[config.mk]
export PLATFORM = sky130hd
export DESIGN_NAME = bmd_ctrl
export DESIGN_NICKNAME = d
export VERILOG_FILES = /design/src/hw/rtl/bmd_pkg.sv /design/src/hw/rtl/bmd_ctrl.sv
export SDC_FILE = /design/constraint.sdc
export NUM_CORES = 1
export LEC_CHECK = 0
export BUFFER_PORTS_ARGS = -buffer_cell sky130_fd_sc_hd__buf_2
export CAP_MARGIN = 25
export CORE_AREA = 2 2 39 41
export DETAILED_ROUTE_END_ITERATION = 10
export DIE_AREA = 0 0 41 43
export GPL_TIMING_DRIVEN = 1
export HOLD_SLACK_MARGIN = 0.03
export PLACE_DENSITY = 0.69
export SETUP_SLACK_MARGIN = 0.1
export SLEW_MARGIN = 10
export SYNTH_ARGS = -nofsm -noshare
export SYNTH_HDL_FRONTEND = slang
export SYNTH_SLANG_ARGS = --single-unit
[constraint.sdc]
create_clock -name clock -period 1.4 [get_ports clock]
set_clock_uncertainty 0.1 [all_clocks]
set_input_delay 0.28 -clock clock [delete_from_list [all_inputs] [get_ports clock]]
set_output_delay 0.28 -clock clock [all_outputs]
set_load 0.03 [all_outputs]
[src/hw/rtl/bmd_pkg.sv]
// Package for the Bezier maximum-deviation block: field widths, controller
// states and the command/status structs between controller and datapath.
// No dependencies.
package bmd_pkg;

   localparam int COORD_WIDTH = 16;
   localparam int ID_WIDTH    = 16;
   localparam int DEV_WIDTH   = 25;
   localparam int DEV_FRAC    = 8;

   typedef enum logic [3:0] {
      ST_IDLE,
      ST_DIV,
      ST_KSTART,
      ST_COPY_RD,
      ST_COPY_WR,
      ST_LV_RD0,
      ST_LV_LDA,
      ST_LV_RD,
      ST_LV_DIFF,
      ST_LV_MUL,
      ST_LV_WR,
      ST_EV_RD,
      ST_EV_ABS,
      ST_EV_CMP,
      ST_FIN_RD,
      ST_FIN
   } state_type;

   typedef struct packed {
      logic busy;
      logic load_pt;
      logic seg_start;
      logic div_step;
      logic k_start;
      logic copy_rd;
      logic copy_wr;
      logic lv_rd0;
      logic lv_lda;
      logic lv_rd;
      logic lv_diff;
      logic lv_mul;
      logic lv_wr;
      logic ev_rd;
      logic ev_abs;
      logic ev_cmp;
      logic fin_rd;
      logic fin_load;
   } cmd_type;

   typedef struct packed {
      logic div_last;
      logic copy_last;
      logic j_last;
      logic lvl_last;
      logic n_one;
      logic k_last;
   } sts_type;

endpackage

[src/hw/rtl/bmd_ctrl.sv]
// Controller state machine of the Bezier maximum-deviation block.
// Depends on bmd_pkg (state, command and status types).
module bmd_ctrl (
   input  logic             clock,
   input  logic             reset,
   input  logic             req_valid,
   input  logic             req_last_point,
   input  logic             out_free,
   input  bmd_pkg::sts_type sts,
   output bmd_pkg::cmd_type cmd
);

   bmd_pkg::state_type state_ff, state_in;

   always_ff @(posedge clock) begin
      if (reset) begin
         state_ff <= bmd_pkg::ST_IDLE;
      end else begin
         state_ff <= state_in;
      end
   end

   // next state
   always_comb begin
      state_in = state_ff;
      case (state_ff)
         bmd_pkg::ST_IDLE: begin
            if (req_valid && req_last_point) state_in = bmd_pkg::ST_DIV;
         end
         bmd_pkg::ST_DIV: begin
            if (sts.div_last) state_in = bmd_pkg::ST_KSTART;
         end
         bmd_pkg::ST_KSTART:  state_in = bmd_pkg::ST_COPY_RD;
         bmd_pkg::ST_COPY_RD: state_in = bmd_pkg::ST_COPY_WR;
         bmd_pkg::ST_COPY_WR: begin
            if (!sts.copy_last) state_in = bmd_pkg::ST_COPY_RD;
            else if (sts.n_one) state_in = bmd_pkg::ST_EV_RD;
            else state_in = bmd_pkg::ST_LV_RD0;
         end
         bmd_pkg::ST_LV_RD0:  state_in = bmd_pkg::ST_LV_LDA;
         bmd_pkg::ST_LV_LDA:  state_in = bmd_pkg::ST_LV_DIFF;
         bmd_pkg::ST_LV_RD:   state_in = bmd_pkg::ST_LV_DIFF;
         bmd_pkg::ST_LV_DIFF: state_in = bmd_pkg::ST_LV_MUL;
         bmd_pkg::ST_LV_MUL:  state_in = bmd_pkg::ST_LV_WR;
         bmd_pkg::ST_LV_WR: begin
            if (!sts.j_last) state_in = bmd_pkg::ST_LV_RD;
            else if (sts.lvl_last) state_in = bmd_pkg::ST_EV_RD;
            else state_in = bmd_pkg::ST_LV_RD0;
         end
         bmd_pkg::ST_EV_RD:   state_in = bmd_pkg::ST_EV_ABS;
         bmd_pkg::ST_EV_ABS:  state_in = bmd_pkg::ST_EV_CMP;
         bmd_pkg::ST_EV_CMP: begin
            if (sts.k_last) state_in = bmd_pkg::ST_FIN_RD;
            else state_in = bmd_pkg::ST_KSTART;
         end
         bmd_pkg::ST_FIN_RD:  state_in = bmd_pkg::ST_FIN;
         bmd_pkg::ST_FIN: begin
            if (out_free) state_in = bmd_pkg::ST_IDLE;
         end
         default: state_in = bmd_pkg::ST_IDLE;
      endcase
   end

   // command decode
   always_comb begin
      cmd = '0;
      case (state_ff)
         bmd_pkg::ST_IDLE: begin
            cmd.load_pt   = req_valid;
            cmd.seg_start = req_valid && req_last_point;
         end
         bmd_pkg::ST_DIV: begin
            cmd.busy     = 1'b1;
            cmd.div_step = 1'b1;
         end
         bmd_pkg::ST_KSTART: begin
            cmd.busy    = 1'b1;
            cmd.k_start = 1'b1;
         end
         bmd_pkg::ST_COPY_RD: begin
            cmd.busy    = 1'b1;
            cmd.copy_rd = 1'b1;
         end
         bmd_pkg::ST_COPY_WR: begin
            cmd.busy    = 1'b1;
            cmd.copy_wr = 1'b1;
         end
         bmd_pkg::ST_LV_RD0: begin
            cmd.busy   = 1'b1;
            cmd.lv_rd0 = 1'b1;
         end
         bmd_pkg::ST_LV_LDA: begin
            cmd.busy   = 1'b1;
            cmd.lv_lda = 1'b1;
         end
         bmd_pkg::ST_LV_RD: begin
            cmd.busy  = 1'b1;
            cmd.lv_rd = 1'b1;
         end
         bmd_pkg::ST_LV_DIFF: begin
            cmd.busy    = 1'b1;
            cmd.lv_diff = 1'b1;
         end
         bmd_pkg::ST_LV_MUL: begin
            cmd.busy   = 1'b1;
            cmd.lv_mul = 1'b1;
         end
         bmd_pkg::ST_LV_WR: begin
            cmd.busy  = 1'b1;
            cmd.lv_wr = 1'b1;
         end
         bmd_pkg::ST_EV_RD: begin
            cmd.busy  = 1'b1;
            cmd.ev_rd = 1'b1;
         end
         bmd_pkg::ST_EV_ABS: begin
            cmd.busy   = 1'b1;
            cmd.ev_abs = 1'b1;
         end
         bmd_pkg::ST_EV_CMP: begin
            cmd.busy   = 1'b1;
            cmd.ev_cmp = 1'b1;
         end
         bmd_pkg::ST_FIN_RD: begin
            cmd.busy   = 1'b1;
            cmd.fin_rd = 1'b1;
         end
         bmd_pkg::ST_FIN: begin
            cmd.busy     = 1'b1;
            cmd.fin_load = out_free;
         end
         default: cmd = '0;
      endcase
   end

endmodule

* Yosys cells after proc, flatten, opt, wreduce, memory -nomap -nowiden *
Cells that the tools add are included.

word-level totals
  output and inout bits = 18
  register bits = 4
  input port bits = 11

operators by class
  eq/ne operators = 18
  reductions and logical operators = 5
  multiplexer cells = 26

operators with widths
  kind                  number
  $pmux W4 S15          1
  $eq A4 B4 Y1 const B  8
  $mux W4               8
  $eq A4 B3 Y1 const B  4
  $mux W1               16
  $reduce_or A15 Y1     1
  $eq A4 B2 Y1 const B  2
  $ne A2 B2 Y1 const B  3
  $eq A4 B1 Y1 const B  1
  $logic_not A4 Y1      1
  $reduce_and A3 Y1     1
  $mux W2               1
  $reduce_or A2 Y1      1
  $logic_and A1 B1 Y1   1

* Longest topological paths before layout *
Gate-level depths: netlist of the first run.

  depth after elaboration = 3
  gate-level depth with buffers = 4
  mapped depth without buffers = 3

* Worst setup path before layout of the first run *
No wires, ideal clock.

  path type = register -> output
  start = register state_ff[0]
  end = output port cmd[13] in the netlist's numbering
  data required time = 1,020 ps
  data arrival time = 1,374 ps
  path buffers = 1
  stages on the path, launching flop included = 4
  path slack = -354 ps
  path through = dfxtp_1 -> buf_4 -> or2b_4 -> nor3_1

RTL lines
  what                    RTL line        RTL
  start, declared         bmd_ctrl.sv:13  bmd_pkg::state_type state_ff, state_in;
  start signal, assigned  bmd_ctrl.sv:17  state_ff <= bmd_pkg::ST_IDLE;
  start signal, assigned  bmd_ctrl.sv:19  state_ff <= state_in;
  end, declared           bmd_ctrl.sv:10  output bmd_pkg::cmd_type cmd

==> results of run 1 <==
## worst paths after layout
kind | startpoint | to | slack [ns] | cells past startpoint
max reg2reg | state_ff[1] | state_ff[1] | -0.15 | 5
min reg2reg | state_ff[3] | state_ff[3] | 0.58 | 3
min | reset | state_ff[0] | 0.18 | 2
max | state_ff[0] | cmd[16] | -0.37 | 3
## layout make-up
| cell class | instances | area share |
|---|---|---|
| tap | 16 | 0.0164 |
| inverter | 5 | 0.0154 |
| sequential | 4 | 0.0719 |
| multi-input combinational | 51 | 0.467 |
| timing repair buffer | 52 | 0.411 |
| clock buffer | 3 | 0.0185 |
## cell usage in the layout, fill, tap and decap left out, types with 2 or more instances in the layout
cell      synthesis  routed
nand2_1           5       3
nor3_1            9       2
buf_4             2       9
buf_6             0      30
nor2_4            0      10
buf_2             2      11
clkbuf_4          0       3
dfxtp_2           0       3
a31oi_1           2       2
nand2b_4          0       3
nor3_4            0       6
nor2b_1           3       2
inv_1             5       5
buf_12            0       2
## worst max-delay path, delay by kind of cell, from the launching register on
family / cells / cell delay, ns
simple gates: 2 / 0.70
buf+inv: 1 / 0.13
flops: 1 / 0.32
## power by group
part | switching (mW) | total (mW) | internal [mW]
registers | 0.00972 | 0.133 | 0.123
clock network | 0.0471 | 0.143 | 0.0958
logic | 0.234 | 0.443 | 0.209
## layer usage
metal	vias to the layer above	part of all wire
met5	-	0
met4	0	0.0038
met1	324	0.40
met3	2	0.028
li1	336	-
met2	17	0.57
## metrics by stage
step           worst slack [ns]  hold slack, ns
2_1_floorplan            -0.128           0.249
3_3_place_gp             -0.127           0.411
3_5_place_dp             -0.144           0.413
4_1_cts                  -0.363           0.172
5_1_grt                  -0.409           0.184
6_report                 -0.373           0.185
## logic make-up after synthesis
| kind of cell | after synthesis | share of synthesized area |
|---|---|---|
| compound gates | 13 | 0.240 |
| buf+inv | 9 | 0.0975 |
| flops | 4 | 0.178 |
| simple gates | 38 | 0.485 |
## repair_timing
item / 4_1_cts / 5_1_grt
cloned: 0 / 0
pin swaps: 4 / 11
buffers inserted: 3 / 2
gates resized for setup: 55 / 9
setup endpoints to repair: 22 / 22
hold buffers: 0 / 0
==> flow_summary_export.csv, run 1 <==
group,metric,value,unit
status,status,"finished with violations",
status,violations,"setup timing",
floorplanning,core-area,1380,sq um
clock_network,clock_latency,0.24,ns
route,wire_per_inst,16.2,um
worst_setup_path,crit_fanout,4,
worst_setup_path,max_stage_delay,0.59,ns
clock_network,ctsRootBufferMaster,"clkbuf_4",
global_route,globalRouteMet2Util,0.425,
timing,tightest_slew,0.336,ns
finish,fin_nets,128,
placement,place_inst,123,
placement,place.port_buffers,28,
worst_setup_path,end_kind,"output pin",
worst_setup_path,cp_data_required_time,1.02,ns
floorplanning,die-height,43,um
yosys,yosysTopAreaCell,"dfxtp_1",
global_route,track_usage,0.242,
yosys,synthTopCellsByArea,"dfxtp_1 (18%), nor3_1 (10%), nor2_1 (9.2%)",
timing,maxSlewHeadroom,0.776,
clock_network,cts_tree,"done",
timing,rsz0062_at_grt,"true",
finish,diodes,0,
finish,largest-register,"state_ff",
placement,dpl.hpwl,1210,um
finish,area_delta_synth_final,171,%
floorplanning,dieArea,1760,sq um
yosys,synthCells,64,
clock_network,cts_sinks,4,
global_route,grt_pass1_vias,626,
global_route,grt_first_pass_wirelength,2830,um
floorplanning,fp.dieW,41,um
clock_network,clkTransAtPathRegs,0.04,ns
finish,stdcell_count,131,
worst_setup_path,start_kind,"flip-flop",
yosys,syn-cell-area,449,sq um
floorplanning,initial_core_util,0.325,
yosys,ys_ff_latch,4,
route,drtIter0Drc,4,
global_route,grtUsageMet3,0.0785,
yosys,synthTopCellsByCount,"nor2_1 (11), nor3_1 (9), inv_1 (5), nand2_1 (5), dfxtp_1 (4)",
finish,n_fill_cell,58,
route,first_pass_iters,4,
power,p_leak,0.498,nW
floorplanning,io_pins,29,
finish,final_area,1220,sq um
power,total_power,0.719,mW
worst_setup_path,worst_path_max_delay_cell,"or4_4",
finish,drive_gt1_frac,0.800,
route,drc_errors,0,
finish,largest_registers,"state_ff: 4 flops",
route,routed_wl,2120,um
global_route,met1_usage,0.291,
power,powerDensity,590,nW/um^2
yosys,async_flop_share,0,
yosys,ys.flop_type,"dfxtp_1",
timing,setup_viol,21,
yosys,synth_top_area_frac,0.178,
timing,finalSetupTns,-4.31,ns
route,ant_nets,0,
timing,slew_violations,0,
placement,place.gp.congestion,0.860,
route,via_per_inst,5.18,
timing,hold_viol,0,
floorplanning,rows,14,
finish,multi_input_area,569,sq um
finish,fin_util,0.881,
power,vdd_ir_drop_max,752,uV
worst_setup_path,worstPathCellList,"or4_4 -> nor2_4 -> buf_6",
timing,finalCritPeriodShare,1.27,
route,vias,679,
global_route,antenna_found_initial,0,
worst_setup_path,arrival,1.39,ns
yosys,avgSynthCellArea,7.02,sq um
clock_network,h-tree-depth,1,
yosys,ys_seq_area_frac,0.178,
flow_run,maxCapViolCount,0,
finish,ff_latch_area,87.6,sq um
min_path,hp-class,"in -> reg",
timing,fin_ws,-0.373,ns
yosys,synth-edff-count,0,
yosys,synth.distinct_cells,26,
global_route,grt-ovfl-total,0,
yosys,synth_most_common_cell,"nor2_1",
global_route,grt_max_degree,10,
clock_network,cts_buffers,3,
worst_setup_path,path_class,"reg -> out",
clock_network,clockBufferDepth,2,
global_route,busiest_layer,"met2",
yosys,synth.net_count,75,
finish,largest_register_ffs,4,
timing,fmax,564,MHz
yosys,yosys_warnings,0,
timing,finalCriticalPeriod,1.77,ns
placement,detailed_place.area,912,sq um
Power figures use the tool's default switching activity.
==> run 2: changes to the inputs <==
Settings changed: SKIP_CTS_REPAIR_TIMING from default to 1.
==> run 2 against run 1 <==
Against the previous run: the run still ends with setup timing left; register-to-register slack got worse by 0.10 ns; setup slack improved by 0.0013 ns; core utilization is 5.9 points lower; final cell count down 1.5%; first-iteration DRC count grew to 3.5 times the previous value; combinational power decreased by 9.9%; fmax hardly changed; clock-buffer cell count stayed put; global-route usage decreased by 5.9 points.
==> flow_summary_export.csv, run 2 (same netlist as run 1, synthesis figures left out) <==
group,metric,value,unit
finish,area_delta_synth_final,153,%
global_route,grt_max_degree,10,
status,status,"finished with violations",
status,violations,"setup timing",
clock_network,cts_buffers,3,
route,wire_per_inst,14.2,um
worst_setup_path,regToRegStartpoint,"state_ff[1]",
finish,drive_gt1_frac,0.770,
power,powerDensity,599,nW/um^2
clock_network,clkTransAtPathRegs,0.04,ns
worst_setup_path,worst_path_max_delay_cell,"or4_4",
clock_network,cts_sinks,4,
timing,finalCritPeriodShare,1.27,
power,p_leak,0.472,nW
floorplanning,initial_core_util,0.325,
worst_setup_path,path_class,"reg -> out",
global_route,track_usage,0.183,
route,ant_nets,0,
clock_network,clockBufferDepth,2,
floorplanning,io_pins,29,
timing,setup_viol,21,
finish,diodes,0,
global_route,grt_first_pass_wirelength,2250,um
finish,fin_util,0.822,
worst_setup_path,r2r_setup_slack,-0.25,ns
clock_network,cts_tree,"done",
placement,dpl.hpwl,1210,um
flow_run,maxCapViolCount,0,
placement,detailed_place.area,912,sq um
timing,finalCriticalPeriod,1.77,ns
timing,finalSetupTns,-5.00,ns
worst_setup_path,start_kind,"flip-flop",
global_route,antenna_found_initial,0,
finish,mostFrequentLayoutCell,"buf_6",
worst_setup_path,max_stage_delay,0.59,ns
min_path,hold-path-endpoint,"state_ff[0]",
timing,fmax,565,MHz
route,first_pass_iters,4,
worst_setup_path,arrival,1.39,ns
finish,final_area,1140,sq um
timing,hold_viol,0,
min_path,hp-class,"in -> reg",
floorplanning,core-area,1380,sq um
finish,largest_register_ffs,4,
min_path,min-delay-start,"reset",
clock_network,clock_latency,0.24,ns
finish,largest-register,"state_ff",
global_route,grt-ovfl-total,0,
worst_setup_path,worstPathCellList,"or4_4 -> nor2_4 -> buf_6",
floorplanning,die-height,43,um
global_route,busiest_layer,"met2",
timing,fin_ws,-0.371,ns
finish,n_fill_cell,74,
timing,whs,0.162,ns
worst_setup_path,crit_fanout,4,
route,vias,677,
timing,tightest_slew,0.295,ns
global_route,grt_pass1_vias,541,
worst_setup_path,end_kind,"output pin",
clock_network,ctsRootBufferMaster,"clkbuf_4",
placement,place.gp.congestion,0.860,
worst_setup_path,rr_endpoint,"state_ff[1]",
route,via_per_inst,5.25,
placement,place.port_buffers,28,
global_route,globalRouteMet2Util,0.303,
finish,largest_registers,"state_ff: 4 flops",
power,total_power,0.681,mW
min_path,holdPathStages,2,
timing,slew_violations,0,
route,drc_errors,0,
global_route,grtUsageMet3,0.0628,
floorplanning,rows,14,
finish,fin_nets,126,
timing,rsz0062_at_grt,"true",
route,routed_wl,1840,um
clock_network,h-tree-depth,1,
worst_setup_path,reg2reg_depth,6,
floorplanning,dieArea,1760,sq um
worst_setup_path,cp_data_required_time,1.02,ns
power,vdd_ir_drop_max,622,uV
finish,layout_common_cells,"buf_6 (20), buf_4 (16), buf_2 (11)",
route,drtIter0Drc,14,
global_route,met1_usage,0.237,
floorplanning,fp.dieW,41,um
timing,maxSlewHeadroom,0.803,
-- run 2: worst max-delay path by stage --
stage	depth (start not counted)	endpoint	slack [ns]	startpoint
6_report	3	cmd[16]	-0.37	state_ff[1]
4_1_cts	3	cmd[16]	-0.40	state_ff[0]
3_3_place_gp	3	cmd[16]	-0.13	state_ff[0]
2_1_floorplan	2	cmd[15]	-0.13	state_ff[1]
5_1_grt	3	cmd[16]	-0.41	state_ff[1]
3_5_place_dp	3	cmd[16]	-0.14	state_ff[0]
-- run 2: worst max-delay path, delay by kind of cell (launching register included) --
| kind | cells | cell delay [ns] |
|---|---|---|
| buf+inv | 1 | 0.13 |
| flops | 1 | 0.33 |
| simple gates | 2 | 0.70 |
-- run 2: where the power goes --
part / switching [mW] / internal, mW
logic: 0.213 / 0.186
clock network: 0.0517 / 0.0962
registers: 0.00998 / 0.125
total: 0.274 / 0.407
-- run 2: layout make-up --
cell class | instances | area [sq um] | share of cell area
multi-input cells | 51 | 536 | 0.471
well taps | 16 | 20.0 | 0.0176
flip-flops and latches | 4 | 85.1 | 0.0748
clock buffers | 3 | 22.5 | 0.0198
repair buffers | 50 | 455 | 0.400
inverters | 5 | 18.8 | 0.0165
-- run 2: stage by stage --
step / cells / worst slack, ns
after floorplan: 64 / -0.128
after global placement: 123 / -0.127
after detailed placement: 123 / -0.144
after CTS: 126 / -0.404
after global routing: 129 / -0.411
final: 129 / -0.371
-- run 2: per-layer routing --
metal | share of wire | vias to the layer above
met5 | 0 | -
li1 | - | 328
met4 | 0 | 0
met3 | 0.071 | 0
met1 | 0.37 | 316
met2 | 0.56 | 33
